<file path="src/bmp_pkg.sv">
// Shared constants and types for the binomial mod prime block.
// No dependencies.
package bmp_pkg;

  localparam int PRIME_W    = 30;
  localparam int TABLE_SIZE = 4096;
  localparam int IDX_W      = $clog2(TABLE_SIZE);
  localparam int MM_LAT     = 5;

  localparam logic [PRIME_W-1:0] PRIME = 30'd1000000007;
  localparam logic [PRIME_W-1:0] EXPO  = PRIME - 30'd2;
  localparam logic [63:0]        MU_W  = (64'd1 << 60) / 64'd1000000007;
  localparam logic [30:0]        MU    = MU_W[30:0];

  typedef logic [PRIME_W-1:0] mword_t;

endpackage

</file>
<file path="src/bmp_modmul.sv">
// Pipelined modular multiplier, Barrett reduction, five register stages.
// Depends on bmp_pkg.
module bmp_modmul import bmp_pkg::*; (
  input  logic   clk,
  input  logic   rst_n,
  input  logic   in_valid,
  input  mword_t a,
  input  mword_t b,
  output logic   out_valid,
  output mword_t y
);

  logic [MM_LAT-1:0] v_r;
  logic [59:0]       prod_r;
  logic [61:0]       t_r;
  logic [31:0]       xl2_r, xl3_r, qp_r, rem_r;
  mword_t            y_r;
  logic [31:0]       rem_p1, rem_p2;

  always_ff @(posedge clk) begin
    if (!rst_n) begin
      v_r <= '0;
    end else begin
      v_r <= {v_r[MM_LAT-2:0], in_valid};
    end
  end

  assign rem_p1 = rem_r - {2'b0, PRIME};
  assign rem_p2 = rem_r - {1'b0, PRIME, 1'b0};

  always_ff @(posedge clk) begin
    prod_r <= 60'(a) * 60'(b);
    t_r    <= 62'(prod_r[59:29]) * 62'(MU);
    xl2_r  <= prod_r[31:0];
    qp_r   <= 32'(t_r[61:31]) * 32'(PRIME);
    xl3_r  <= xl2_r;
    rem_r  <= xl3_r - qp_r;
    // quotient estimate is short by at most two
    if (rem_r >= {1'b0, PRIME, 1'b0}) begin
      y_r <= rem_p2[PRIME_W-1:0];
    end else if (rem_r >= {2'b0, PRIME}) begin
      y_r <= rem_p1[PRIME_W-1:0];
    end else begin
      y_r <= rem_r[PRIME_W-1:0];
    end
  end

  assign out_valid = v_r[MM_LAT-1];
  assign y         = y_r;

endmodule

</file>
<file path="config.mk">
export PLATFORM = sky130hd
export DESIGN_NAME = bmp_modmul
export DESIGN_NICKNAME = d
export VERILOG_FILES = /design/src/bmp_pkg.sv /design/src/bmp_modmul.sv
export SDC_FILE = /design/constraint.sdc
export NUM_CORES = 2
export LEC_CHECK = 0
export BUFFER_PORTS_ARGS = -buffer_cell sky130_fd_sc_hd__buf_2
export CORE_MARGIN = 8
export CORE_UTILIZATION = 40
export DETAILED_ROUTE_END_ITERATION = 8
export SLEW_MARGIN = 20
export SYNTH_ARGS = -nofsm -noshare
export SYNTH_HDL_FRONTEND = slang
export SYNTH_SLANG_ARGS = --single-unit
</file>
<file path="constraint.sdc">
create_clock -name clk -period 12.55 [get_ports clk]
set_input_delay 0 -clock clk [delete_from_list [all_inputs] [get_ports clk]]
set_output_delay 0 -clock clk [all_outputs]
set_load 0.005 [all_outputs]
</file>
* Word-level counts from Yosys, hierarchy flattened
Index checks and enable logic that the tools add are counted.
** Operators by class
- Add/subtract/negate cells :: 3
- $mul :: 3
- Magnitude comparators :: 2
- Multiplexer cells :: 2
** Operator list (number)
- $mul 30x30->60 :: 1
- $mux 30 :: 2
- $sub 30x30->30 const B :: 2
- $mul 31x28->59 const B :: 1
- $ge 32x30->1 const B :: 1
- $ge 32x31->1 const B :: 1
- $mul 31x30->32 const B :: 1
- $sub 32x32->32 :: 1
** Storage, ports and cells
- Flip-flop bits (word level) :: 282
- Input port bits :: 63
- Output and inout bits :: 31
- Word-level logic and storage cells :: 18

* Longest topological paths before layout
- Word-level depth :: 3
- Mapped depth :: 30

* Least setup slack after synthesis
OpenSTA, ideal clock, no wires.
- Path kind :: input -> register
- Start point :: in b[3]
- End point :: reg prod_r[53]
- Setup time :: 78 ps
- Arrival time :: 6676 ps
- Required time :: 12472 ps
- Slack :: 5796 ps
- Cell stages on the path :: 26
- Cell sequence :: clkbuf_1 and2_1 fa_1 fa_1 fa_1 inv_1 fa_1 inv_1 fa_1 inv_1 fa_1 inv_1 fa_1 inv_1 fa_1 inv_1 ha_1 clkbuf_1 nand4_1 o31ai_2 a21boi_1 or4_1 a21oi_1 o21ai_1 o31a_1 nor3_1
** On the way
- Word-level cells in the longest chain between the ends :: 1
** RTL lines
- from (decl) :: line bmp_modmul.sv:8 : input mword_t b,
- $mul 30x30->60 :: line bmp_modmul.sv:32 : prod_r <= 60'(a) * 60'(b);
- to (signal assigned) :: line bmp_modmul.sv:32
- to (decl) :: line bmp_modmul.sv:14 : logic [59:0] prod_r;
Every way passes these cells.
A chain may end at the register's enable or synchronous reset.

* Worst setup path after layout
- Start point :: reg prod_r[47]
- End point :: reg t_r[61]
** On the way
- Word-level cells in the longest chain between the ends :: 1
** RTL lines
- $mul 31x28->59 :: line bmp_modmul.sv:33 : t_r <= 62'(prod_r[59:29]) * 62'(MU);
- to (signal assigned) :: line bmp_modmul.sv:33
- to (decl) :: line bmp_modmul.sv:15 : logic [61:0] t_r;
Every way passes these cells.

==> flow_metrics.env <==
export IMPL_initial_core_util_pct=40.2
export IMPL_grt_pass1_wl_um=239000
export IMPL_synth_flop_cell="dfxtp_1"
export IMPL_portBuffers=93
export IMPL_ys_seq_area_share_pct=8.84
export IMPL_crit_cells=19
export IMPL_arrival_ns=8.15
export IMPL_setup_tns_ns=0
export IMPL_yosys_warnings=0
export IMPL_hp_class="primary input to register"
export IMPL_gr_total_overflow=0
export IMPL_slew_violations=0
export IMPL_ys_seq_elements=254
export IMPL_root_buffer="clkbuf_16"
export IMPL_hold_viol=0
export IMPL_fin_nets=7978
export IMPL_syn_to_final_growth_pct=5.44
export IMPL_drive_gt1_share_pct=3.04
export IMPL_cp_end_kind="register"
export IMPL_syn_area_per_cell_um2=9.64
export IMPL_required_ns=13.06
export IMPL_fmax_mhz=131
export IMPL_slew_headroom_pct=36.1
export IMPL_dp_cells=7766
export IMPL_critPathLaunchType="register"
export IMPL_dp_hpwl_um=119000
export IMPL_drcViolationCount=0
export IMPL_crit_path_frequent_cell="fa_1"
export IMPL_crit_buf_inv=2
export IMPL_clock_latency_ns=0.58
export IMPL_netlist_instances=5971
export IMPL_crit_chain="fa_1 -> fa_1 -> fa_1 -> fa_1 -> fa_1 -> inv_1 -> fa_1 -> inv_1 -> fa_1 -> ha_1 -> a21oi_1 -> o21ai_0 -> nand4bb_1 -> o21ai_0 -> a31oi_1 -> o211ai_1 -> a31oi_1 -> or4_1 -> nand3_1"
export IMPL_wl_met2_um=67900
export IMPL_synth_nets=8054
export IMPL_setup_viol=0
export IMPL_final_cells=7819
export IMPL_hold_buffers=3
export IMPL_io_pins=94
export IMPL_viasPerCell=4.99
export IMPL_antenna_found_initial=7
export IMPL_outcome="finished clean"
export IMPL_placementRows=139
export IMPL_drt_wl_total_um=146000
export IMPL_layout_common_cells="inv_1 (1517), fa_1 (1224), ha_1 (796)"
export IMPL_gp_congestion=0.893
export IMPL_cts_buffer_depth=3
export IMPL_cp_slowest_cell="dfxtp_1"
export IMPL_highest_layer="met5"
export IMPL_drt_iter0_drc=2244
export IMPL_period_share_pct=60.9
export IMPL_die_h_um=395
export IMPL_ys_types=80
export IMPL_path_class="register to register"
export IMPL_path_delay_family="adder cells"
export IMPL_synth_edf_count=0
export IMPL_synth_area_um2=57500
export IMPL_synth_top_cell_by_area="fa_1"
export IMPL_num_fill_cells=13985
export IMPL_grt_max_degree=31
export IMPL_fp_dieArea_um2=156000
export IMPL_post_cts_resized=0
export IMPL_hold_ws_ns=0.0572
export IMPL_clk_pin_slew_ns=0.06
export IMPL_synth_async_reset_ratio_pct=0
export IMPL_grt_pass1_vias=43242
export IMPL_cts_sinks=254
export IMPL_r2r_cells=19
export IMPL_final_common_cell="inv_1"
export IMPL_wl_per_cell_um=18.7
export IMPL_drv_cap=0
export IMPL_wl_met1_um=66000
export IMPL_wl_met3_um=8650
export IMPL_cpPeakStageDelay_ns=0.95
export IMPL_cts_buffers=27
export IMPL_final_antenna_net_count=0
export IMPL_ctsHtreeMaxLevel=1
export IMPL_cp_max_fo=11
export IMPL_tightest_slew_ns=0.958
export IMPL_synth_top_area_share_pct=42.6
export IMPL_cts_setup_buffers=0
export IMPL_grtUsageTotal_pct=19.0
export IMPL_rsz0062_at_grt="false"
export IMPL_synth_area_leaders="fa_1 (43%), ha_1 (17%), inv_1 (9.9%), dfxtp_1 (8.8%), and2_1 (6.1%)"
export IMPL_vias=39041
export IMPL_diodes=0
export IMPL_hold_path_depth=2
export IMPL_core_um2=143000
export IMPL_period_needed_ns=7.64
export IMPL_die_w_um=395
export IMPL_cts_tree="yes"
export IMPL_dr_pass1_iters=5
export IMPL_skew_ns=0.0231
area by class of cell:
class	instances	area [um2]	area share [%]
timing repair buffer	107	578	0.953
inverter	1517	5690	9.38
clock inverter	20	264	0.435
tap	1903	2380	3.92
multi-input combinational	3988	46000	75.8
sequential	254	5080	8.38
clock buffer	30	707	1.17
cells by family after synthesis:
group | after synthesis | share of synthesized area [%]
AO/OA/AOI/OAI | 500 | 5.69
XOR/XNOR | 181 | 2.75
adder cells (fa/ha/maj) | 2020 | 59.9
buffers and inverters | 1729 | 11.3
flip-flops | 254 | 8.84
multiplexers | 1 | 0.0174
AND/OR/NAND/NOR | 1286 | 11.5
cell usage after synthesis (all sizes together), types with 15 or more instances:
| cell | count |
|---|---|
| inv | 1517 |
| fa | 1224 |
| ha | 796 |
| and2 | 562 |
| nand2 | 438 |
| dfxtp | 254 |
| clkbuf | 206 |
| a21oi | 148 |
| xnor2 | 131 |
| nor2 | 109 |
| o21ai | 96 |
| a21o | 73 |
| xor2 | 50 |
| nand3 | 46 |
| nor3 | 32 |
| o21a | 32 |
| a31oi | 25 |
| o21bai | 21 |
| and3 | 16 |
| nand4 | 16 |
| a211oi | 15 |
metrics by stage:
stage	util (%)	setup slack (ns)	cell area [um2]
final	42.4	4.91	60700
after detailed placement	41.7	4.69	59700
after global routing	42.4	4.60	60700
after CTS	42.4	4.87	60700
after global placement	41.7	4.77	59700
after floorplan	-	5.80	57500
flip-flops by register name (all words and copies together), names as in the netlist:
signal	count
xl3_r	32
y	30
t_r	31
xl2_r	32
qp_r	32
prod_r	60
v_r	5
rem_r	32
worst paths after layout:
kind / startpoint / endpoint / slack, ns
worst max register to register: prod_r[47] / t_r[61] / 4.91
worst max-delay path: prod_r[47] / t_r[61] / 4.91
worst min register to register: xl2_r[23] / xl3_r[23] / 0.32
worst min-delay path: b[0] / prod_r[0] / 0.06
metal layers:
metal	global-route usage (%)	up-vias
met5	0	-
met1	26.2	19898
li1	-	17807
met3	2.84	226
met2	31.5	1108
met4	4.58	2
worst reg2reg max path, delay by kind of cell (launching register included):
kind / cells / cell delay (ns)
fa+ha+maj: 8 / 3.82
compound gates: 6 / 1.77
flops: 1 / 0.95
simple gates: 3 / 0.91
buf+inv: 2 / 0.11
Power is left out: the tool's default activity adds up to more than one toggle a clock period on the data nets, which glitch-free logic cannot reach.
